<file path="config.mk">
export PLATFORM = sky130hd
export DESIGN_NAME = sharp_col_cell
export DESIGN_NICKNAME = d
export VERILOG_FILES = /design/src/rtl/core/sharp_pkg.sv /design/src/rtl/core/sharp_col_cell.sv
export SDC_FILE = /design/constraint.sdc
export NUM_CORES = 1
export LEC_CHECK = 0
export BUFFER_PORTS_ARGS = -buffer_cell sky130_fd_sc_hd__buf_2
export CAP_MARGIN = 30
export CORE_MARGIN = 4
export CORE_UTILIZATION = 45
export DETAILED_ROUTE_END_ITERATION = 16
export MAX_ROUTING_LAYER = met4
export PLACE_DENSITY = 0.78
export SLEW_MARGIN = 20
export SYNTH_ARGS = -nofsm -noshare
export SYNTH_HDL_FRONTEND = slang
export SYNTH_SLANG_ARGS = --single-unit
</file>
<file path="constraint.sdc">
create_clock -name clk_i -period 1.55 [get_ports clk_i]
set_input_delay 0.31 -clock clk_i [delete_from_list [all_inputs] [get_ports clk_i]]
set_output_delay 0.31 -clock clk_i [all_outputs]
set_load 0.05 [all_outputs]
</file>
<file path="src/rtl/core/sharp_pkg.sv">
// shared types, constants and the per-channel sharpening function
`timescale 1ns / 1ps
package sharp_pkg;

  localparam int unsigned MaxWidth    = 2048;
  localparam int unsigned MaxHeight   = 2048;
  localparam int unsigned KernelSize  = 3;
  localparam int unsigned PixW        = 24;
  localparam int unsigned ChanW       = 8;
  localparam int unsigned CfgW        = 12;
  localparam int unsigned ColW        = $clog2(MaxWidth);
  localparam int unsigned RowW        = $clog2(MaxHeight);
  localparam int unsigned NumResults  = 4;

  localparam logic [CfgW-1:0] ResetWidth  = CfgW'(640);
  localparam logic [CfgW-1:0] ResetHeight = CfgW'(480);

  // result slots an input can release, in output order
  localparam int unsigned SlotUpMid   = 0;
  localparam int unsigned SlotUpEnd   = 1;
  localparam int unsigned SlotBotMid  = 2;
  localparam int unsigned SlotBotEnd  = 3;

  typedef enum logic {
    REG_IMAGE_WIDTH  = 1'b0,
    REG_IMAGE_HEIGHT = 1'b1
  } cfg_reg_e;

  typedef logic [PixW-1:0] pix_t;
  typedef pix_t [KernelSize-1:0] col_t;   // index 0 = two rows up, 2 = current row
  typedef col_t [KernelSize-1:0] win_t;   // index 0 = oldest column

  typedef struct packed {
    logic [ChanW-1:0] pixel_red;
    logic [ChanW-1:0] pixel_green;
    logic [ChanW-1:0] pixel_blue;
  } sharp_in_t;

  typedef struct packed {
    logic [ChanW-1:0] out_red;
    logic [ChanW-1:0] out_green;
    logic [ChanW-1:0] out_blue;
    logic [RowW-1:0]  out_row;
    logic [ColW-1:0]  out_col;
    logic             run_last;
    logic             frame_done;
  } sharp_out_t;

  // what the emitter needs to turn one loaded window into results
  typedef struct packed {
    logic [NumResults-1:0] mask;
    logic [RowW-1:0]       row;
    logic [ColW-1:0]       col;
    logic                  up_mid;   // row above the middle row exists
    logic                  up_bot;   // row above the current row exists
    logic                  lf_mid;   // column left of col-1 exists
    logic                  lf_end;   // column left of col exists
  } sharp_job_t;

  // 5*c - u - d - l - r, clamped to 0..255
  function automatic logic [ChanW-1:0] sharp_chan(
    input logic [ChanW-1:0] c,
    input logic [ChanW-1:0] u,
    input logic [ChanW-1:0] d,
    input logic [ChanW-1:0] l,
    input logic [ChanW-1:0] r
  );
    logic signed [11:0] s;
    logic [ChanW-1:0] res;
    s = $signed({2'b00, c, 2'b00}) + $signed({4'b0000, c})
      - $signed({4'b0000, u}) - $signed({4'b0000, d})
      - $signed({4'b0000, l}) - $signed({4'b0000, r});
    if (s < 0) begin
      res = '0;
    end else if (s > 12'sd255) begin
      res = '1;
    end else begin
      res = s[ChanW-1:0];
    end
    return res;
  endfunction

  // limit a written size to 1..max
  function automatic logic [CfgW-1:0] sat_size(
    input logic [CfgW-1:0] v,
    input logic [CfgW-1:0] max
  );
    logic [CfgW-1:0] res;
    if (v == '0) begin
      res = CfgW'(1);
    end else if (v > max) begin
      res = max;
    end else begin
      res = v;
    end
    return res;
  endfunction

endpackage

</file>
<file path="src/rtl/core/sharp_col_cell.sv">
// one window column cell: takes its neighbor's column on every shift
`timescale 1ns / 1ps
module sharp_col_cell import sharp_pkg::*; (
  input  logic clk_i,
  input  logic rst_ni,
  input  logic shift_i,
  input  col_t col_i,
  output col_t col_o
);

  col_t col_q;
  col_t col_d;

  assign col_d = shift_i ? col_i : col_q;

  always_ff @(posedge clk_i or negedge rst_ni) begin
    if (!rst_ni) begin
      col_q <= '0;
    end else begin
      col_q <= col_d;
    end
  end

  assign col_o = col_q;

endmodule

</file>
Yosys cells after proc, flatten, opt, wreduce, memory -nomap -nowiden
Cells that the tools add are included.
{ "word_totals": {"ff_bits": 72, "inputBits": 75, "out_inout_bits": 72, "elab_cells": 3} }

Depth between registers and ports, before layout
{ "logic_depth": {"word_depth": 0, "mapped_depth": 3, "ltp_nobuf": 1} }

Least setup slack after synthesis
Ideal clock, no wire load.
{ "synth_timing": {"path_kind": "input-to-reg", "startpoint": "input port shift_i", "endpoint": "register col_q, in the netlist col_o[0]", "setup_ns": 0.125, "t_arrival_ns": 0.921, "required_ns": 1.425, "setup_slack_ns": 0.503, "cell_stages": 3, "path_buffers": 2, "cell_sequence": "buf_6 buf_12 mux2_4"} }
{ "synth_rtl": {"columns": ["element", "line_no", "rtl"], "rows": [
  ["from (decl)", "sharp_col_cell.sv:6", "input logic shift_i,"],
  ["to (signal assigned)", "sharp_col_cell.sv:20", "col_q <= col_d;"],
  ["to (decl)", "sharp_col_cell.sv:11", "col_t col_q;"]
]} }
No word-level cell between the ends.

Worst setup path after layout
{ "layout_timing": {"startpoint": "register col_q, in the netlist col_o[30]", "endpoint": "output port col_o[30] in the netlist's numbering"} }
{ "layout_rtl": {"columns": ["element", "line_no", "rtl"], "rows": [
  ["to (decl)", "sharp_col_cell.sv:8", "output col_t col_o"]
]} }
No word-level cell between the ends.

==> reports/metrics.cfg <==
[logic_synthesis]
avgSynthCellArea_sq_um=19.9
syn_nets=227
synth_warnings=0
synth.yosys.seq_area_share=0.595
ys_ff_latch=72
syn_inst=152
syn_area_sq_um=3030
ys_types=5

[finish]
final_cell_area_sq_um=3970
area_growth_pct=31.1
nets=383
stdcell_count=390
antenna_cells=0
largest_reg_flops=72
layout_commonest_cell=buf_2
most-common-layout-cells=145 x buf_2, 72 x dfrtp_1, 70 x mux2_4, 9 x clkbuf_8, 4 x buf_4
fill_cells=484
drive_above_1_share=0.767

[critical_path]
slowest_delay_ns=0.38
arrival_ns=0.98
endpoint_kind=primary output
crit_type=reg2out
crit_chain=buf_2
required_ns=1.24
slowest_stage=dfrtp_1
worstSetupStartpointType=register
crit_fanout=2
crit_buf_inv=1
cp_top_family=flip-flops

[status]
status=completed

[run]
max-cap-violations=0

[detailed_routing]
drcViolationCount=0
drt_iter0_markers=38
wl_per_cell_um=17.0
dr.pass1.iters=4
via_per_inst=4.79
finalWirelength_um=6640
ant_nets=0
via_count=1870

[clock_network]
post_cts_buffers=0
cts_root_buffer=clkbuf_8
cts-htree-levels=3
clk_pin_slew_worst_paths_ns=0.08
post_cts_resized=0
cts_tree=built
cts_inserted_buffers=9
cts.sinks=72
cts_buffer_depth=2
clk_latency_ns=0.32
cts-hold-fix-buffers=1

[hold_path]
holdCritPathClass=in2reg

[die]
die_area_sq_um=8100
fp.coreArea_sq_um=6420
die_x_um=90.0
initial_core_util=0.471
fp-row-count=29
die_h_um=90.0
pin_count=147

[placed_design]
gp_congestion=0.774
io_buffers=146
dpl_cell_area_sq_um=3790
dp.cells=373
hpwl_um=4970
pre_cts_slack_ns=0.346

[grt]
antenna_found_initial=0
grt_pass1_vias=2035
grt_pass1_wl_um=10600
grt_max_degree=44
track_usage=0.170
grt_overflow_total=0

[sta]
rsz0062_at_grt=no
fin_ws_ns=0.258
fin_crit_sh=0.834
hold_violations=0
tns_ns=0
skew_ns=0
tightest_slew_ns=0.283
final-max-slew-violation-count=0
fmax_mhz=774
min_period_ns=1.29
maxSlewHeadroom=0.811
finalSetupViolCount=0

[pwr]
powerDensity_nw_per_um2=1230
p_leak_nw=2.13
power_mw=4.88
peakVddDrop_mv=0.604

where the power goes:
| part | internal (mW) | total (mW) | switching [mW] |
|---|---|---|---|
| Clock | 0.580 | 1.28 | 0.701 |
| Sequential | 2.07 | 2.17 | 0.107 |
| Combinational | 0.489 | 1.43 | 0.937 |
cell families (layout without fill, tap and decap cells):
logic type	Yosys count	after routing	synth area share
buffers and inverters	8	169	0.0500
flip-flops	72	72	0.595
multiplexers	72	72	0.355
Yosys cell counts, drive strengths merged:
master  number  area [sq um]
buf          8           151
mux2        72          1070
dfrtp       72          1800
through the flow:
| stage | utilization | hold WS (ns) |
|---|---|---|
| final | 0.618 | 0.202 |
| after detailed placement | 0.590 | 0.160 |
| after CTS | 0.618 | 0.185 |
| after floorplan | - | 0.0144 |
| after global placement | 0.590 | 0.161 |
| after global routing | 0.618 | 0.179 |
worst paths after layout:
kind	startpoint	end	slack (ns)	cells after the start
worst min-delay path	col_i[42]	col_o[42]	0.20	2
worst min register to register	col_o[34]	col_o[34]	0.51	1
worst max register to register	col_o[26]	col_o[26]	0.76	1
min in group asynchronous	rst_ni	col_o[28]	0.34	2
max in group asynchronous	rst_ni	col_o[3]	0.73	3
worst max-delay path	col_o[30]	col_o[30]	0.26	1
routing by layer:
metal | vias to the layer above | GRT usage | wire, um
li1 | 838 | - | -
met1 | 941 | 0.198 | 2780
met2 | 82 | 0.286 | 3420
met3 | 9 | 0.0401 | 371
met4 | 0 | 0.0651 | 73
met5 | - | - | 0
area by class of cell:
cell class | instances | area, sq um | area share
Clock buffer | 9 | 124 | 0.0312
Clock inverter | 7 | 47.5 | 0.0120
Multi-Input combinational cell | 72 | 1070 | 0.270
Tap cell | 77 | 96.3 | 0.0243
Sequential cell | 72 | 1800 | 0.454
Timing Repair Buffer | 153 | 826 | 0.208
Note: power is estimated with default switching activity, not from simulation.
