$ cat src/rtl/core/sharp_ram.sv
// generic simple dual port ram with registered read
`timescale 1ns / 1ps
module sharp_ram #(
  parameter int unsigned Width = 8,
  parameter int unsigned Depth = 16
) (
  input  logic                     clk_i,
  input  logic                     we_i,
  input  logic [$clog2(Depth)-1:0] waddr_i,
  input  logic [Width-1:0]         wdata_i,
  input  logic                     re_i,
  input  logic [$clog2(Depth)-1:0] raddr_i,
  output logic [Width-1:0]         rdata_o
);

  logic [Width-1:0] mem_q [Depth];
  logic [Width-1:0] rdata_q;

  // read during write returns the old contents
  always_ff @(posedge clk_i) begin
    if (we_i) begin
      mem_q[waddr_i] <= wdata_i;
    end
    if (re_i) begin
      rdata_q <= mem_q[raddr_i];
    end
  end

  assign rdata_o = rdata_q;

endmodule

$ cat config.mk
export PLATFORM = sky130hd
export DESIGN_NAME = sharp_ram
export DESIGN_NICKNAME = d
export VERILOG_FILES = /design/src/rtl/core/sharp_ram.sv
export SDC_FILE = /design/constraint.sdc
export NUM_CORES = 1
export LEC_CHECK = 0
export ABC_AREA = 1
export BUFFER_PORTS_ARGS = -buffer_cell sky130_fd_sc_hd__buf_2
export CAP_MARGIN = 0
export CORE_ASPECT_RATIO = 1.5
export CORE_UTILIZATION = 50
export CTS_CLUSTER_DIAMETER = 50
export DETAILED_ROUTE_END_ITERATION = 6
export GPL_TIMING_DRIVEN = 0
export PLACE_DENSITY = 0.66
export SLEW_MARGIN = 20
export SYNTH_ARGS = -nofsm -noshare
export SYNTH_HDL_FRONTEND = slang
export SYNTH_SLANG_ARGS = --single-unit
$ cat constraint.sdc
create_clock -name clk_i -period 1.79 [get_ports clk_i]
set_clock_uncertainty 0.05 [all_clocks]
set_input_delay 0.358 -clock clk_i [delete_from_list [all_inputs] [get_ports clk_i]]
set_output_delay 0.358 -clock clk_i [all_outputs]
set_load 0.02 [all_outputs]
== Word level (Yosys, flattened, before mapping) ==
Memories as Yosys holds them, arrays and structs flattened. A register that Yosys moved wholly into a read port is not among the register bits.
Cells that the tools add are included.

* Mux-type cells: 2

{| class="wikitable"
|+ Operators with widths
! cell !! number
|-
| 1-bit 2-to-1 mux || 2
|}

* Logic and storage cells: 3
* Input port bits: 19
* Memories: 1
* Bits in registers: 0
* Memory bits (writable): 128
* Output and inout bits: 8

{| class="wikitable"
|+ Memory list
! name !! words !! bits a word !! rd ports !! clocked after memory_dff !! write ports !! RTL line !! RTL
|-
| mem_q || 16 || 8 || 1 || 1 || 1 || 16 || <nowiki>logic [Width-1:0] mem_q [Depth];</nowiki>
|}

== Longest topological paths before layout ==
Gate-level depths: netlist (run 1).

* Word-level depth: 2
* Gate-level depth with buffers: 8
* Depth with buffers taken out: 7

== Least setup slack after synthesis (run 1) ==
OpenSTA, ideal clock, no wires.

* Path type: input to register
* Start point: input port waddr_i[2]
* End point: memory mem_q[10][0] (enable)
* Library setup time: 0.370 ns
* Arrival: 0.939 ns
* Stages on the path: 2
* Setup slack: 0.431 ns
* Cells stage by stage: nand3b_1 > nor2_1

{| class="wikitable"
|+ RTL lines
! item !! RTL line !! RTL
|-
| start: declaration || 9 || <nowiki>input logic [$clog2(Depth)-1:0] waddr_i,</nowiki>
|-
| end: declaration || 16 ||
|}

Straight into the memory's write port.

== Final worst setup path (run 1) ==
* Start point: input port waddr_i[2]
* End point: memory mem_q[9][5] (enable)

Straight into the memory's write port.

==> results of run 1 <==
## registers in the layout (all words and copies together) (netlist names)
signal / flops
mem_q: 128
rdata_o: 8
## logic make-up after synthesis
kind of cell,Yosys count,synth area share (%)
flip-flops,136,69.8
AND/OR/NAND/NOR,289,20.8
buffers and inverters,126,9.39
## per-layer routing
| layer | routed length [um] | vias to the layer above | global-route usage, % |
|---|---|---|---|
| li1 | - | 1868 | - |
| met1 | 5450 | 1838 | 28.3 |
| met2 | 7240 | 141 | 41.7 |
| met3 | 628 | 39 | 4.08 |
| met4 | 681 | 0 | 16.4 |
| met5 | 0 | - | 0 |
## power by group through the flow
stage          clock, mW  combinational [mW]  sequential, mW
2_1_floorplan          0               0.251            3.69
3_3_place_gp           0               0.462            3.67
3_5_place_dp           0               0.473            3.67
4_1_cts             3.98               0.477            3.61
5_1_grt             4.10               0.516            3.61
6_report            3.95               0.476            3.61
## through the flow
stage	setup TNS (ps)	hold slack, ps	total power, mW
3_5_place_dp	-1720	654	4.15
5_1_grt	0	241	8.23
3_3_place_gp	-673	638	4.13
2_1_floorplan	0	407	3.94
6_report	0	225	8.03
4_1_cts	0	218	8.06
## area by class of cell
| class | instances | area [sq um] | share of cell area (%) |
|---|---|---|---|
| Tap cell | 150 | 188 | 2.75 |
| Clock inverter | 15 | 250 | 3.67 |
| Inverter | 102 | 383 | 5.61 |
| Buffer | 24 | 166 | 2.44 |
| Sequential cell | 136 | 4080 | 59.8 |
| Multi-Input combinational cell | 289 | 1210 | 17.8 |
| Timing Repair Buffer | 23 | 115 | 1.69 |
| Clock buffer | 17 | 425 | 6.23 |
## worst max-delay path: cells and delay by family
kind                   cells  cell delay [ps]
buffers and inverters      1              120
and+or+nand+nor            2              970
## final timing paths
path | end | slack (ps) | cells after the start
max reg2reg | rdata_o[6] | 560 | 6
min reg2reg | rdata_o[6] | 710 | 6
max | mem_q[9][5] | 330 | 3
min | rdata_o[2] | 220 | 1
## placed cells by master, fill, tap and decap left out
| cell | count |
|---|---|
| buf_1 | 1 |
| buf_2 | 36 |
| buf_4 | 4 |
| buf_6 | 6 |
| bufinv_16 | 6 |
| clkbuf_16 | 17 |
| clkinv_2 | 2 |
| clkinv_4 | 5 |
| clkinvlp_4 | 1 |
| edfxtp_1 | 136 |
| inv_1 | 100 |
| inv_2 | 2 |
| inv_6 | 1 |
| nand2_1 | 173 |
| nand3_1 | 97 |
| nand3b_1 | 2 |
| nor2_1 | 17 |
==> summary.md, run 1 <==
| Metric | Value |
|---|---|
| Critical-path cell list | buf_2, nand3b_1, nor2_1 |
| Max-Cap Viols | 0 |
| Largest net degree at the start of global routing | 17 |
| Final Hold Viols | 0 |
| Max clock buf depth | 2 |
| Worst Setup SP | waddr_i[2] |
| Vias | 3886 |
| Sequential power share | 44.9% |
| Die Width | 90.3 um |
| RR Startpoint | mem_q[7][6] |
| Avg Inst Size Synth | 10.6 sq um |
| Global placer's final weighted congestion | 0.904 |
| Worst-path clk slew | 60 ps |
| Total wire length | 14000 um |
| Htree depth | 4 |
| Hold Path Class | input pin to flip-flop |
| Worst skew pair latency | 420 ps |
| Slew Limit Fails | 0 |
| Initial DRC count | 263 |
| Max FO, Critical Path | 8 |
| Leading area contributor after synthesis | edfxtp_1 |
| Grt ovf | 0 |
| Most instantiated cells after synthesis | 173 x nand2_1, 136 x edfxtp_1, 100 x inv_1, 97 x nand3_1, 17 x nor2_1 |
| Period utilization | 81.8% |
| First-pass GRT wire length | 20900 um |
| Worst Setup End Kind | flip-flop |
| Placed insts | 724 |
| Vias in the first global route | 3746 |
| Port-buffer cells | 23 |
| Crit path launch type | input pin |
| Required @ worst endpoint | 1780 ps |
| Synth cell types | 11 |
| Asr flop ratio synth | 0% |
| Remaining antenna violation count | 0 |
| P&R area growth vs syn | 16.7% |
| Area of the mapped netlist | 0.00585 sq mm |
| Final setup fails | 0 |
| Clock root cell | clkbuf_16 |
| CORE AREA | 0.0115 sq mm |
| Clk network pwr share | 49.2% |
| I/O pin cnt | 27 |
| Worst slew margin | 41.1% |
| Die ar. | 0.0121 sq mm |
| Max IR drop VDD | 1070 uV |
| Psw | 1.69 mW |
| Post-route setup slack | 327 ps |
| Antenna diode instance count | 0 |
| RSZ-0062 raised after global routing | false |
| Post-route cell area | 0.00683 sq mm |
| Yosys warns | 0 |
| Fin nets | 612 |
| Crit path kind | input pin to flip-flop |
| Initial Util | 51.0% |
| Seq/Total Area, Yosys | 69.8% |
| Postcts setup bufs | 0 |
| Switch share | 21.0% |
| Slowest stage delay, CP | 720 ps |
| Synthesized flop and latch total | 136 |
| Synth Flop Type | edfxtp_1 |
| EDFF count, synth | 136 |
| WL per Instance | 18.5 um |
| Clk sinks | 136 |
| Period minus WS final | 1460 ps |
| Ratio of cells with drive above 1 in the final layout | 13.2% |
| Crit path DAT | 1450 ps |
| Post-CTS Hold Buffers | 0 |
| Syn nets | 570 |
| Slowest stage cell, crit path | nor2_1 |
| Cell-internal power | 6.34 mW |
| Initial antenna violation count | 0 |
| Synth area leaders | edfxtp_1 70%, nand2_1 11%, nand3_1 8.3% |
| Top-area cell type share of the netlist area | 69.8% |
| GRT Util Overall | 24.4% |
| Post-route insts no fill | 756 |
| Post-CTS sizing | 0 |
| CTS buffer count | 17 |
| Die height | 134 um |
| Mapped Cells | 551 |
| HP Start | re_i |
| Rows | 48 |
| CTS tree | done |
| Final core occ | 59.5% |
| Dpl cell area | 0.00615 sq mm |
| P_leak | 2.95 nW |
| Pwr Density | 1180 mW/mm^2 |
| DRT Pass-1 Iters | 5 |
| Most frequent cell after synthesis | nand2_1 |
| DRC Markers | 0 |
| Peak Freq | 0.683 GHz |
| Status | finished, final reports clean |
| Fill count | 941 |
| Vias per std cell | 5.14 |
| Dpl hpwl | 9460 um |
| Place WS | -98.2 ps |
| Logic pwr share | 5.9% |
| Least-Margin Pin Slew | 880 ps |
Power figures use the tool's default switching activity.
==> inputs of run 2 (changes only) <==
--- a/config.mk
+++ b/config.mk
@@ -13,7 +13,7 @@
 export CTS_CLUSTER_DIAMETER = 50
 export DETAILED_ROUTE_END_ITERATION = 6
 export GPL_TIMING_DRIVEN = 0
-export PLACE_DENSITY = 0.66
+export PLACE_DENSITY = 0.69
 export SLEW_MARGIN = 20
 export SYNTH_ARGS = -nofsm -noshare
 export SYNTH_HDL_FRONTEND = slang
==> constraint.sdc (replaced) <==
create_clock -name clk_i -period 1.3 [get_ports clk_i]
set_clock_uncertainty 0.05 [all_clocks]
set_input_delay 0.26 -clock clk_i [delete_from_list [all_inputs] [get_ports clk_i]]
set_output_delay 0.26 -clock clk_i [all_outputs]
set_load 0.02 [all_outputs]
==> run 2 against run 1 <==
  * The flow now finishes with violations (setup timing)
  * Critical path depth unchanged
  * Final area fell by 1.6%
  * Final cell count stayed put
  * Clock-buffer cell count did not move
  * Sequential power up 37%
  * Core utilization is 0.98 points lower
  * Wire length shrank 3.9%
  * Register-to-register slack got worse by 500 ps
  * Sequential cell count unchanged
  * Via count about the same
  * Clock power up 15%
  * Largest cell class unchanged
  * Highest routed layer unchanged
==> summary.md, run 2 (synthesis results as in run 1) <==
| Metric | Value |
|---|---|
| Multi-input gate area | 0.00122 sq mm (+0.21%) |
| DRT Pass-1 Iters | 6 (+1) |
| Crit path launch type | input pin |
| I/O pin cnt | 27 (unchanged) |
| Remaining antenna violation count | 0 (unchanged) |
| Hold Path Depth | 1 (unchanged) |
| Vias in the first global route | 3725 (-0.56%) |
| DRC Markers | 0 (unchanged) |
| GRT Util Overall | 23.7% (-0.68 points) |
| Global placer's final weighted congestion | 0.878 (-2.9%) |
| Dpl hpwl | 9040 um (-4.5%) |
| Largest net degree at the start of global routing | 17 (unchanged) |
| Final Hold Viols | 0 (unchanged) |
| TNS Setup | -32.4 ps (-32.4 ps) |
| Status | complete, but fails checks |
| Max FO, Critical Path | 8 (unchanged) |
| Pwr Density | 1510 mW/mm^2 (+29%) |
| Max IR drop VDD | 1000 uV (-6.4%) |
| Slowest stage delay, CP | 700 ps (-20 ps) |
| Slowest stage cell, crit path | nor2_1 |
| Post-route insts no fill | 756 (unchanged) |
| Grt ovf | 0 (unchanged) |
| Port-buffer cells | 23 (unchanged) |
| Worst Setup End Kind | flip-flop |
| Post-CTS Hold Buffers | 0 (unchanged) |
| WP buf/inv | 1 (unchanged) |
| Htree depth | 4 (unchanged) |
| Peak Freq | 0.766 GHz |
| Clock root cell | clkbuf_16 |
| Ratio of cells with drive above 1 in the final layout | 12.7% (-0.50 points) |
| Register Area | 0.00408 sq mm (unchanged) |
| RR Startpoint | mem_q[11][5] |
| Fin nets | 612 (unchanged) |
| Slew Limit Fails | 0 (unchanged) |
| HP Start | re_i |
| Worst R2R Setup Slack | 60 ps (-500 ps) |
| Die ar. | 0.0121 sq mm (unchanged) |
| Die Width | 90.3 um (unchanged) |
| Placed insts | 724 (unchanged) |
| Commonest non-fill, non-tap cell in the layout | nand2_1 |
| Max-Cap Viols | 0 (unchanged) |
| Initial antenna violation count | 0 (unchanged) |
| CTS tree | done |
| Initial Util | 51.0% (unchanged) |
| Crit path DAT | 1300 ps (-150 ps) |
| Max reg flops | 128 (unchanged) |
| WL per Instance | 17.8 um (-3.9%) |
| Hold Path Class | input pin to flip-flop |
| Worst r2r dst | rdata_o[5] |
| Critical-path cell list | buf_2, nand3b_1, nor2_1 |
| Crit path kind | input pin to flip-flop |
| CORE AREA | 0.0115 sq mm (unchanged) |
| Worst skew pair latency | 420 ps (about the same) |
| Required @ worst endpoint | 1290 ps (-490 ps) |
| Vias | 3888 (+0.051%) |
| Fill count | 974 (+3.5%) |
| Die height | 134 um (unchanged) |
| Period utilization | 100% |
| Period minus WS final | 1310 ps |
| Rows | 48 (unchanged) |
| Worst Hold End | rdata_o[2] |
| Commonest non-fill, non-tap cells in the layout | 173 x nand2_1, 136 x edfxtp_1, 100 x inv_1 |
| Worst slew margin | 41.3% (+0.13 points) |
| Post-route setup slack | -5.42 ps (-332 ps) |
| RSZ-0062 raised after global routing | true |
| CTS buffer count | 17 (unchanged) |
| Final setup fails | 8 (+8) |
| First-pass GRT wire length | 21000 um (+0.56%) |
| Initial DRC count | 366 (+39%) |
| Reg2reg path depth | 6 (unchanged) |
| CP delay by family, top | simple AND/OR/NAND/NOR gates |
| Failing checks | setup timing |
| Worst-path clk slew | 60 ps (about the same) |
| Total wire length | 13500 um (-3.9%) |
| Final core occ | 58.5% (-0.98 points) |
| Antenna diode instance count | 0 (unchanged) |
| Largest Register | mem_q |
| Least-Margin Pin Slew | 878 ps (-2.01 ps) |
| Vias per std cell | 5.14 (about the same) |
| Clk sinks | 136 (unchanged) |
| Max clock buf depth | 2 (unchanged) |
| P_leak | 2.89 nW (-2.0%) |
| P&R area growth vs syn | 14.8% |
[run 2: how the worst max path moves through the flow]
stage	endpoint	slack, ps	cells past startpoint	startpoint
global placement	mem_q[8][2]	-390	3	waddr_i[2]
detailed placement	mem_q[8][2]	-430	3	waddr_i[2]
floorplan	mem_q[4][0]	40	2	waddr_i[3]
global route	mem_q[8][4]	-70	3	waddr_i[2]
finish	mem_q[8][7]	-5	3	waddr_i[2]
CTS	mem_q[8][7]	0.3	3	waddr_i[2]
[run 2: layout make-up]
| class | instances | area share, % |
|---|---|---|
| plain buffers | 24 | 2.48 |
| well taps | 150 | 2.80 |
| multi-input cells | 289 | 18.1 |
| clock inverters | 15 | 2.01 |
| repair buffers | 23 | 1.71 |
| flip-flops and latches | 136 | 60.8 |
| clock buffers | 17 | 6.34 |
| inverters | 102 | 5.70 |
[run 2: routing by layer]
metal / routed length [um] / vias up / global-route usage [%]
met2: 6960 / 148 / 40.5
met1: 5580 / 1857 / 29.9
met3: 723 / 12 / 4.65
met4: 190 / 0 / 9.14
li1: - / 1871 / -
met5: 0 / - / 0
[run 2: report_power, final]
part           internal [mW]  switching, mW  total [mW]  leakage [nW]
clock                   2.78           1.76        4.54         0.269
sequential              4.94         0.0226        4.96          1.24
combinational          0.185          0.463       0.648          1.39
total                   7.91           2.25        10.2          2.89
[run 2: stage by stage]
stage                     cell area, sq um  total power [mW]  worst slack (ps)  hold slack, ps
after floorplan                       5850              5.43              39.2             309
after global placement                6150              5.68              -385             537
after detailed placement              6150              5.69              -434             548
after CTS                             6710              10.2             0.337             119
after global routing                  6710              10.4             -65.5             145
final                                 6710              10.2             -5.42             120
[run 2: timing repair]
item	in CTS	in global routing
hold endpoints to repair	0	0
gates resized for setup	0	1
setup endpoints to repair	0	40
buffers inserted	0	0
