## config.mk

```make
export PLATFORM = sky130hd
export DESIGN_NAME = sharp_emit
export DESIGN_NICKNAME = d
export VERILOG_FILES = /design/src/rtl/core/sharp_pkg.sv /design/src/rtl/core/sharp_emit.sv
export SDC_FILE = /design/constraint.sdc
export NUM_CORES = 1
export LEC_CHECK = 0
export BUFFER_PORTS_ARGS = -buffer_cell sky130_fd_sc_hd__buf_2
export CORE_ASPECT_RATIO = 0.7
export CORE_MARGIN = 3
export CORE_UTILIZATION = 53
export DETAILED_ROUTE_END_ITERATION = 10
export PLACE_DENSITY_LB_ADDON = 0.25
export SLEW_MARGIN = 15
export SYNTH_ARGS = -nofsm -noshare
export SYNTH_HDL_FRONTEND = slang
export SYNTH_SLANG_ARGS = --single-unit
```

## constraint.sdc

```tcl
create_clock -name clk_i -period 6.9 [get_ports clk_i]
set_clock_uncertainty 0.1 [all_clocks]
set_input_delay 0 -clock clk_i [delete_from_list [all_inputs] [get_ports clk_i]]
set_output_delay 0 -clock clk_i [all_outputs]
set_load 0.1 [all_outputs]
```

## src/rtl/core/sharp_pkg.sv

```systemverilog
// shared types, constants and the per-channel sharpening function
`timescale 1ns / 1ps
package sharp_pkg;

  localparam int unsigned MaxWidth    = 2048;
  localparam int unsigned MaxHeight   = 2048;
  localparam int unsigned KernelSize  = 3;
  localparam int unsigned PixW        = 24;
  localparam int unsigned ChanW       = 8;
  localparam int unsigned CfgW        = 12;
  localparam int unsigned ColW        = $clog2(MaxWidth);
  localparam int unsigned RowW        = $clog2(MaxHeight);
  localparam int unsigned NumResults  = 4;

  localparam logic [CfgW-1:0] ResetWidth  = CfgW'(640);
  localparam logic [CfgW-1:0] ResetHeight = CfgW'(480);

  // result slots an input can release, in output order
  localparam int unsigned SlotUpMid   = 0;
  localparam int unsigned SlotUpEnd   = 1;
  localparam int unsigned SlotBotMid  = 2;
  localparam int unsigned SlotBotEnd  = 3;

  typedef enum logic {
    REG_IMAGE_WIDTH  = 1'b0,
    REG_IMAGE_HEIGHT = 1'b1
  } cfg_reg_e;

  typedef logic [PixW-1:0] pix_t;
  typedef pix_t [KernelSize-1:0] col_t;   // index 0 = two rows up, 2 = current row
  typedef col_t [KernelSize-1:0] win_t;   // index 0 = oldest column

  typedef struct packed {
    logic [ChanW-1:0] pixel_red;
    logic [ChanW-1:0] pixel_green;
    logic [ChanW-1:0] pixel_blue;
  } sharp_in_t;

  typedef struct packed {
    logic [ChanW-1:0] out_red;
    logic [ChanW-1:0] out_green;
    logic [ChanW-1:0] out_blue;
    logic [RowW-1:0]  out_row;
    logic [ColW-1:0]  out_col;
    logic             run_last;
    logic             frame_done;
  } sharp_out_t;

  // what the emitter needs to turn one loaded window into results
  typedef struct packed {
    logic [NumResults-1:0] mask;
    logic [RowW-1:0]       row;
    logic [ColW-1:0]       col;
    logic                  up_mid;   // row above the middle row exists
    logic                  up_bot;   // row above the current row exists
    logic                  lf_mid;   // column left of col-1 exists
    logic                  lf_end;   // column left of col exists
  } sharp_job_t;

  // 5*c - u - d - l - r, clamped to 0..255
  function automatic logic [ChanW-1:0] sharp_chan(
    input logic [ChanW-1:0] c,
    input logic [ChanW-1:0] u,
    input logic [ChanW-1:0] d,
    input logic [ChanW-1:0] l,
    input logic [ChanW-1:0] r
  );
    logic signed [11:0] s;
    logic [ChanW-1:0] res;
    s = $signed({2'b00, c, 2'b00}) + $signed({4'b0000, c})
      - $signed({4'b0000, u}) - $signed({4'b0000, d})
      - $signed({4'b0000, l}) - $signed({4'b0000, r});
    if (s < 0) begin
      res = '0;
    end else if (s > 12'sd255) begin
      res = '1;
    end else begin
      res = s[ChanW-1:0];
    end
    return res;
  endfunction

  // limit a written size to 1..max
  function automatic logic [CfgW-1:0] sat_size(
    input logic [CfgW-1:0] v,
    input logic [CfgW-1:0] max
  );
    logic [CfgW-1:0] res;
    if (v == '0) begin
      res = CfgW'(1);
    end else if (v > max) begin
      res = max;
    end else begin
      res = v;
    end
    return res;
  endfunction

endpackage

```

## src/rtl/core/sharp_emit.sv

```systemverilog
// result sequencer: walks the pending slots of a window and fills the output register
`timescale 1ns / 1ps
module sharp_emit import sharp_pkg::*; (
  input  logic       clk_i,
  input  logic       rst_ni,
  input  logic       load_i,
  input  sharp_job_t job_i,
  input  win_t       win_i,
  output logic       free_o,
  output logic       out_valid_o,
  input  logic       out_stall_i,
  output sharp_out_t out_data_o
);

  sharp_job_t job_q, job_d;
  logic [NumResults-1:0] mask_q, mask_d;
  logic       out_valid_q, out_valid_d;
  sharp_out_t out_q, out_d;

  logic [NumResults-1:0] sel, rest;
  logic       out_load, issue, bot, endc;
  logic       use_up, use_dn, use_lf, use_rt;
  logic [1:0] cr, ur;
  col_t       ccol, lcol;
  pix_t       pc, pu, pd, pl, pr;

  assign out_load = !out_valid_q || !out_stall_i;
  assign sel      = mask_q & (~mask_q + NumResults'(1));
  assign rest     = mask_q & ~sel;
  assign issue    = (mask_q != '0) && out_load;
  assign free_o   = (mask_q == '0) || (issue && (rest == '0));

  // centre position of the selected slot
  assign bot  = sel[SlotBotMid] | sel[SlotBotEnd];
  assign endc = sel[SlotUpEnd]  | sel[SlotBotEnd];
  assign cr   = bot ? 2'd2 : 2'd1;
  assign ur   = bot ? 2'd1 : 2'd0;
  assign ccol = endc ? win_i[2] : win_i[1];
  assign lcol = endc ? win_i[1] : win_i[0];

  assign use_up = bot ? job_q.up_bot : job_q.up_mid;
  assign use_lf = endc ? job_q.lf_end : job_q.lf_mid;
  assign use_dn = !bot;
  assign use_rt = !endc;

  // missing neighbors are replaced by the centre
  always_comb begin
    pc = ccol[cr];
    pu = use_up ? ccol[ur] : pc;
    pd = use_dn ? ccol[2] : pc;
    pl = use_lf ? lcol[cr] : pc;
    pr = use_rt ? win_i[2][cr] : pc;
  end

  always_comb begin
    out_d.out_red    = sharp_chan(pc[23:16], pu[23:16], pd[23:16], pl[23:16], pr[23:16]);
    out_d.out_green  = sharp_chan(pc[15:8], pu[15:8], pd[15:8], pl[15:8], pr[15:8]);
    out_d.out_blue   = sharp_chan(pc[7:0], pu[7:0], pd[7:0], pl[7:0], pr[7:0]);
    out_d.out_row    = bot ? job_q.row : job_q.row - RowW'(1);
    out_d.out_col    = endc ? job_q.col : job_q.col - ColW'(1);
    out_d.run_last   = (rest == '0);
    out_d.frame_done = sel[SlotBotEnd];
  end

  always_comb begin
    mask_d = mask_q;
    job_d  = job_q;
    if (issue) begin
      mask_d = rest;
    end
    if (load_i) begin
      mask_d = job_i.mask;
      job_d  = job_i;
    end
    out_valid_d = out_load ? issue : out_valid_q;
  end

  always_ff @(posedge clk_i or negedge rst_ni) begin
    if (!rst_ni) begin
      mask_q      <= '0;
      out_valid_q <= 1'b0;
    end else begin
      mask_q      <= mask_d;
      out_valid_q <= out_valid_d;
    end
  end

  always_ff @(posedge clk_i) begin
    job_q <= job_d;
    if (issue) begin
      out_q <= out_d;
    end
  end

  assign out_valid_o = out_valid_q;
  assign out_data_o  = out_q;

endmodule

```

======== Yosys cells after proc, flatten, opt, wreduce, memory -nomap -nowiden ========
Index checks and enable logic that the tools add are counted.
storage, ports and cells
  bits in registers ....................... 79
  bits in latches ......................... 0
  memory bits (writable) .................. 0
  memory bits (read-only) ................. 0
  bits of input ports ..................... 250
  output and inout bits ................... 50
  memories kept ........................... 0
operators by class
  $add $sub $neg .......................... 18
  multiply operators ...................... 0
  divide/modulo/power cells ............... 0
  $lt $le $gt $ge ......................... 8
  eq/ne operators ......................... 0
  shift-type cells ........................ 0
  mux-type cells .......................... 25
  bitwise operators ....................... 6
  reductions and logical operators ........ 10
operator list
  kind                                                                    number
  24-bit binary-select mux with 2-bit select                              4
  24-bit 2-to-1 mux                                                       8
  72-bit 2-to-1 mux                                                       2
  12-bit by 9-bit subtractor with 12-bit output                           9
  12-bit by 9-bit > comparator with 1-bit output (second input constant)  3
  12-bit by 1-bit < comparator with 1-bit output (second input constant)  3
  11-bit by 8-bit subtractor with 12-bit output                           3
  10-bit by 8-bit adder with 11-bit output                                3
  8-bit 2-to-1 mux                                                        3
  11-bit 2-to-1 mux                                                       2
  11-bit by 1-bit subtractor with 11-bit output (second input constant)   2
  4-bit AND                                                               2
  4-bit logical NOT                                                       2
  4-bit 2-to-1 mux                                                        2
  4-bit NOT                                                               2
  4-bit by 1-bit adder with 4-bit output (second input constant)          1
  4-bit nonzero test                                                      1
  1-bit by 3-bit < comparator with 1-bit output (second input constant)   1
  2-bit by 3-bit < comparator with 1-bit output (second input constant)   1
  1-bit 2-to-1 mux                                                        3
  1-bit logical AND                                                       2
  1-bit logical NOT                                                       2
  1-bit logical OR                                                        2
  2-bit 2-to-1 mux                                                        1
  other kinds (2)                                                         3

======== Logic depth before layout (Yosys ltp) ========
Gate-level depths: netlist (run 1).
  depth in word-level cells ............... 14
  depth in mapped cells ................... 22
  depth with buffers taken out ............ 19

======== Worst setup path after synthesis (run 1) ========
No wires, ideal clock.
  path kind ............................... register to register
  start ................................... register mask_q[3]
  end ..................................... register out_q, in the netlist out_data_o[40] (data pin)
  setup time .............................. 0.277 ns
  data arrival time ....................... 5.040 ns
  required time ........................... 6.523 ns
  slack ................................... 1.482 ns
  cell stages (with the launch flop) ...... 22
  path buffers ............................ 4
  period minus slack after synthesis ...... 5.418 ns
  cells stage by stage .................... dfrtp_1 buf_4 nor2b_4 o21bai_4 buf_6 buf_6 buf_2 mux4_2 mux2_2 fa_1 inv_1 fa_1 inv_1 fa_1 inv_1 ha_1 a211oi_1 o21ai_1 a221oi_1 xnor2_1 nor3_2 a21oi_1
between the ends
  cells in the longest elaborated chain, start to end .. 14
  elaborated cells on any way between the ends .. 31
  those cells by class .................... add/sub: 6; order compare: 2; mux: 19; bitwise: 4
RTL lines
  what                                                                                  line                                RTL
  from (decl)                                                                           sharp_emit.sv:16                    logic [NumResults-1:0] mask_q, mask_d;
  from (signal assigned)                                                                sharp_emit.sv:83                    mask_q <= mask_d;
  4-bit NOT                                                                             sharp_emit.sv:28                    assign sel = mask_q & (~mask_q + NumResults'(1));
  4-bit by 1-bit adder with 4-bit output                                                sharp_emit.sv:28
  4-bit AND *                                                                           sharp_emit.sv:28
  1-bit bitwise OR (on tied branches)                                                   sharp_emit.sv:35, sharp_emit.sv:34
  72-bit 2-to-1 mux, or another cell as far along                                       sharp_emit.sv:38                    assign ccol = endc ? win_i[2] : win_i[1];
  24-bit binary-select mux with 2-bit select (on tied branches)                         sharp_emit.sv:48, sharp_emit.sv:49
  24-bit 2-to-1 mux (on tied branches)                                                  sharp_emit.sv:48, sharp_emit.sv:49
  10-bit by 8-bit adder with 11-bit output / 24-bit 2-to-1 mux (equally long branches)  sharp_pkg.sv:70, sharp_emit.sv:49
  11-bit by 8-bit subtractor with 12-bit output                                         sharp_pkg.sv:71                     - $signed({4'b0000, u}) - $signed({4'b0000, d})
  12-bit by 9-bit subtractor with 12-bit output                                         sharp_pkg.sv:71
  12-bit by 9-bit subtractor with 12-bit output                                         sharp_pkg.sv:72                     - $signed({4'b0000, l}) - $signed({4'b0000, r});
  12-bit by 9-bit subtractor with 12-bit output *                                       sharp_pkg.sv:72
  12-bit by 9-bit > comparator with 1-bit output                                        sharp_pkg.sv:75                     end else if (s > 12'sd255) begin
  8-bit 2-to-1 mux                                                                      sharp_pkg.sv:75
  to (signal assigned)                                                                  sharp_emit.sv:91                    out_q <= out_d;
  to (decl)                                                                             sharp_emit.sv:18                    sharp_out_t out_q, out_d;
Every way passes the cells marked *; elsewhere a longest branch is shown, timed or not. The select of a mux whose other input is x is not followed.
A chain may end at the register's enable or synchronous reset.

======== Final worst setup path (run 1) ========
  start ................................... register mask_q[1]
  end ..................................... register out_q, in the netlist out_data_o[32] (data pin)
Same word-level chain as after synthesis.

==> results of run 1 <==
area by class of cell:
class                      instances  area share [%]
clock inverter                     7           0.735
clock buffer                       9            1.92
inverter                          99            3.17
sequential                        79            20.0
timing repair buffer             323            15.8
multi-input combinational        630            55.8
antenna                            4          0.0853
tap                              231            2.46
worst register-to-register path: cells and delay by family, from the launching register on:
family                   cells  cell delay (ns)
AO/OA/AOI/OAI                5             1.44
buffers and inverters        3             0.48
multiplexers                 2             0.85
adder cells (fa/ha/maj)      4             1.87
flip-flops                   1             0.47
AND/OR/NAND/NOR              2             0.73
XOR/XNOR                     1             0.12
per-layer routing:
metal	GRT usage [%]	up-vias	share of wire, %
li1	-	3627	-
met2	41.4	303	48
met1	34.2	3755	42
met4	6.96	6	2.2
met3	5.57	51	7.6
met5	0	-	0.14
cell usage after synthesis (all sizes together), types with 6 or more instances:
cell	number
a211oi	16
a21o	17
a21oi	63
a31oi	12
and2	13
buf	34
edfxtp	74
fa	84
ha	47
inv	99
mux2	29
mux2i	65
mux4	48
nand2	76
nand3	12
nor2	25
nor3	10
o211ai	6
o21ai	17
xnor2	34
xor2	24
worst paths after layout:
check                            start        endpoint  slack [ns]
max                          mask_q[1]  out_data_o[32]        0.56
min                             load_i       mask_q[1]        0.14
max reg2reg                  mask_q[1]  out_data_o[32]        0.56
min reg2reg                out_valid_o     out_valid_o        0.46
max in group asynchronous       rst_ni     out_valid_o        6.01
min in group asynchronous       rst_ni       mask_q[2]        0.49
registers in the layout, indices dropped and copies added, names as in the netlist:
| name | cells |
|---|---|
| job_q | 26 |
| mask_q | 4 |
| out_data_o | 48 |
| out_valid_o | 1 |
timing repair:
action / 4_1_cts / 5_1_grt
setup buffers: 0 / 0
endpoints found under the hold margin: 36 / 0
hold buffers: 33 / 0
stage by stage:
stage          instance area (um2)  utilization (%)  hold slack [ns]  setup WS (ns)  instances
3_3_place_gp                 11100             64.0           -0.280          0.745       1329
3_5_place_dp                 11100             64.0           -0.278          0.606       1329
6_report                     11700             67.8            0.135          0.558       1382
5_1_grt                      11700             67.8            0.176          0.191       1381
4_1_cts                      11700             67.7            0.128          0.572       1378
2_1_floorplan                 9470                -           -0.396           1.48        842
logic make-up (layout without fill, tap and decap cells):
group	Yosys count	count (layout)	share of synthesized area [%]
fa+ha+maj	132	132	24.1
xor+xnor	58	58	5.37
simple gates	150	150	7.57
other cells	0	4	0
buf+inv	133	438	6.45
flops	79	79	24.8
compound gates	148	148	9.94
mux	142	142	21.8
==> metrics.yaml, run 1 <==
final_layout:
  layout-drive-gt1-share_pct: 35.3
  final_nets: 1523
  register_area_um2: 2350
  nFillCells: 1319
  mostFrequentLayoutCell: "buf_2"
  syn2layout_area_growth_pct: 24.0
  multi_input_area_um2: 6550
  final_cell_mix: "buf_2 (275), inv_1 (99), fa_1 (84)"
min_path:
  min_path_cells: 3
  min-delay-path-class: "in -> reg"
global_routing:
  grt_max_degree: 50
  overflow: 0
  antenna_found_initial: 7
  first_global_vias: 7867
  grt_usage_pct: 25.2
  grt_pass1_wl_um: 39800
critical_path:
  r2r_cells: 17
  crit_cells: 17
  end_kind: "register"
  worst_path_max_delay_cell: "mux2i_4"
  crit_fanout: 22
  worstPathRequired_ns: 6.87
  worst_path_most_repeated_cell: "fa_1"
  cp_slowest_stage_delay_ns: 0.57
  start_kind: "register"
  criticalPathCategory: "reg -> reg"
  crit_arrival_ns: 6.31
  path_cells: "nor2_2 > o21a_4 > mux2i_4 > buf_4 > mux2i_1 > fa_1 > fa_1 > inv_1 > fa_1 > inv_1 > fa_1 > a211oi_1 > o21ai_1 > a221oi_1 > xnor2_1 > nor3_2 > a21oi_1"
  cp.buffers_inverters: 3
  crit_family: "adder cells"
clocking:
  clk_pin_slew_ns: 0.06
  clk_latency_ns: 0.34
  cts_sinks: 79
  ctsResizeCount: 0
  cts_tree: "done"
  h-tree-depth: 3
  clock_path_buffers: 2
  cts_buffers: 9
  cts_root_buf: "clkbuf_16"
logic_synthesis:
  yosysWarningCount: 0
  syn-instance-count: 842
  postSynthAreaPerCell_um2: 11.2
  synth_edf_count: 74
  synth_seq_cells: 79
  synth_top_area_share_pct: 23.5
  seq_area_frac_synth_pct: 24.8
  synth.area.top_cells: "edfxtp_1 (23%), fa_1 (18%), mux4_2 (11%)"
  synth_cell_type_count: 52
  syn_area_um2: 9470
  ys_async_sr_fraction_pct: 6.33
  synth_ff_type: "edfxtp_1"
  postSynthNetCount: 1223
  yosys.area.top_type: "edfxtp_1"
routing:
  antenna_left: 0
  wire_per_inst_um: 17.7
  viasPerCell: 5.60
  drcViolationCount: 0
  route.vias.total: 7742
  drt_pass1_iterations: 5
  drt-initial-drc-count: 608
  wl_um: 24400
floorplan:
  initial_utilization_pct: 54.7
  core_area_um2: 17300
  io_pins: 300
  std_cell_rows: 40
  die_area_um2: 19500
  die_w_um: 166
  die_y_um: 118
sta:
  hold_violations: 0
  clock.fmax_mhz: 158
  maxSlewViolCount: 0
  tns_ns: 0
  relSlewSlack_pct: 50.8
  tightestPinTransition_ns: 0.731
  post-route-period-util_pct: 91.9
  rsz0062_at_grt: "no"
  setup_viol: 0
  period_minus_slack_ns: 6.34
placement:
  io_buffer_count: 275
  gp_congestion: 0.909
  dp_hpwl_um: 19900
run:
  maxCapViolCount: 0
run_status:
  status: "finished clean"
Power of run 1 is left out: the tool's default activity adds up to more than one toggle a clock period on the data nets, which glitch-free logic cannot reach.
==> inputs of run 2 (changes only) <==
--- a/config.mk
+++ b/config.mk
@@ -5,7 +5,7 @@
 export SDC_FILE = /design/constraint.sdc
 export NUM_CORES = 1
 export LEC_CHECK = 0
-export BUFFER_PORTS_ARGS = -buffer_cell sky130_fd_sc_hd__buf_2
+export BUFFER_PORTS_ARGS = -buffer_cell sky130_fd_sc_hd__clkbuf_2
 export CORE_ASPECT_RATIO = 0.7
 export CORE_MARGIN = 3
 export CORE_UTILIZATION = 53
==> constraint.sdc (replaced) <==
create_clock -name clk_i -period 6.9 [get_ports clk_i]
set_clock_uncertainty 0.1 [all_clocks]
set_input_delay 0.345 -clock clk_i [delete_from_list [all_inputs] [get_ports clk_i]]
set_output_delay 0.345 -clock clk_i [all_outputs]
set_load 0.1 [all_outputs]
==> run 2 against run 1 <==
  * Die area did not move
  * Non-clock buffer count shrank 30
  * Sequential share of layout area increased by 0.59 points
  * Via count down 2.4%
  * Hold slack worse by 0.061 ns
  * Routed wire length decreased by 3.1%
  * Setup slack better by 0.0093 ns
  * Highest routed layer is now met4
==> metrics.yaml, run 2 (synthesis gave the netlist of run 1 again) <==
run_status:
  status: "finished clean"
critical_path:
  criticalPathCategory: "reg -> reg"
  cp_slowest_stage_delay_ns: 0.60
  worst_path_max_delay_cell: "mux2i_4"
  worstPathRequired_ns: 6.86
  startpoint: "mask_q[1]"
  worst_path_most_repeated_cell: "fa_1"
  rr_startpoint: "mask_q[1]"
  start_kind: "register"
  end_kind: "register"
  crit_fanout: 22
  crit_arrival_ns: 6.29
  path_cells: "nor2_2 > o21a_4 > mux2i_4 > buf_4 > mux2i_1 > fa_1 > fa_1 > inv_1 > fa_1 > inv_1 > fa_1 > a211oi_1 > o21ai_1 > a221oi_1 > xnor2_1 > nor3_2 > a21oi_1"
routing:
  wire_per_inst_um: 17.6
  viasPerCell: 5.61
  antenna_left: 0
  route.vias.total: 7556
  drt-initial-drc-count: 545
  drcViolationCount: 0
  wl_um: 23700
  drt_pass1_iterations: 5
global_routing:
  antenna_found_initial: 0
  grt_max_degree: 41
  first_global_vias: 7650
  grt_pass1_wl_um: 38800
  grt_usage_pct: 24.7
  overflow: 0
final_layout:
  nFillCells: 1389
  syn2layout_area_growth_pct: 20.4
  final_cell_mix: "clkbuf_2 (275), inv_1 (99), fa_1 (84)"
  mostFrequentLayoutCell: "clkbuf_2"
  num_antenna_cells: 0
  largest_register_ffs: 48
  final_nets: 1493
  layout-drive-gt1-share_pct: 36.4
sta:
  rsz0062_at_grt: "no"
  period_minus_slack_ns: 6.33
  post-route-period-util_pct: 91.8
  tns_ns: 0
  setup_viol: 0
  relSlewSlack_pct: 48.7
  maxSlewViolCount: 0
  clock.fmax_mhz: 158
  tightestPinTransition_ns: 0.770
  hold_violations: 0
floorplan:
  die_y_um: 118
  core_area_um2: 17300
  die_w_um: 166
  std_cell_rows: 40
  initial_utilization_pct: 54.7
  die_area_um2: 19500
  io_pins: 300
run:
  maxCapViolCount: 0
placement:
  gp_congestion: 0.887
  io_buffer_count: 275
  dp_hpwl_um: 20100
clocking:
  h-tree-depth: 3
  cts_sinks: 79
  clk_pin_slew_ns: 0.07
  cts_tree: "done"
  post_cts_buffers: 0
  cts_buffers: 9
  clock_path_buffers: 2
  cts_root_buf: "clkbuf_16"
  clk_latency_ns: 0.34
min_path:
  min-delay-path-class: "in -> reg"
  min_from: "job_i[12]"
run 2: cell types whose count changed in the layout (fill, tap and decap cells not counted):
cell,delta
buf_2,-275
buf_4,+4
dlygate4sd3_1,-32
clkbuf_2,+275
clkinvlp_4,-1
buf_12,-2
diode_2,-4
clkinv_4,+1
run 2: cell type report:
| class | instances | area [um2] | area share, % |
|---|---|---|---|
| timing repair buffer | 293 | 1530 | 13.4 |
| multi-input combinational | 630 | 6550 | 57.5 |
| inverter | 99 | 372 | 3.26 |
| sequential | 79 | 2350 | 20.6 |
| clock inverter | 7 | 87.6 | 0.768 |
| clock buffer | 9 | 225 | 1.98 |
| tap | 231 | 289 | 2.54 |
run 2: timing repair:
item                                   in CTS  in global routing
hold buffers                                1                  0
resized for setup                           0                  0
endpoints found under the hold margin       5                  0
run 2: final timing paths:
check | cells past startpoint | slack, ns | endpoint
max | 17 | 0.57 | out_data_o[36]
min | 1 | 0.07 | job_q[12]
max reg2reg | 17 | 0.57 | out_data_o[36]
min reg2reg | 2 | 0.45 | out_valid_o
max in group asynchronous | 2 | 6.31 | mask_q[3]
min in group asynchronous | 2 | 0.25 | out_valid_o
run 2: routing by layer:
layer / global-route usage, % / vias to the layer above / share of wire, % / wire [um]
met5: 0 / - / 0 / 0
met4: 6.75 / 0 / 2.5 / 590
met3: 4.77 / 35 / 6.6 / 1570
met2: 40.6 / 306 / 48 / 11300
met1: 33.7 / 3646 / 43 / 10200
li1: - / 3569 / - / -
run 2: worst max-delay path, delay by kind of cell (launching register included):
family	cells	cell delay, ns
AOI/OAI and AO/OA	5	1.43
xor gates and xnor gates	1	0.12
adders and majority gates	4	1.89
buffers and inverters	3	0.45
DFF	1	0.47
muxes	2	0.86
and+or+nand+nor	2	0.73
run 2: stage by stage:
step                      instance area [um2]  hold slack, ns  instances  util (%)  setup slack, ns
after floorplan                          9470         -0.0506        842         -             1.48
after global placement                  11100          0.0656       1331      64.0            0.789
after detailed placement                11100          0.0674       1331      64.0            0.581
after CTS                               11400          0.0633       1348      65.8            0.562
after global routing                    11400          0.0633       1348      65.8            0.220
final                                   11400          0.0742       1348      65.8            0.568
Power of run 2 is left out for the same reason.
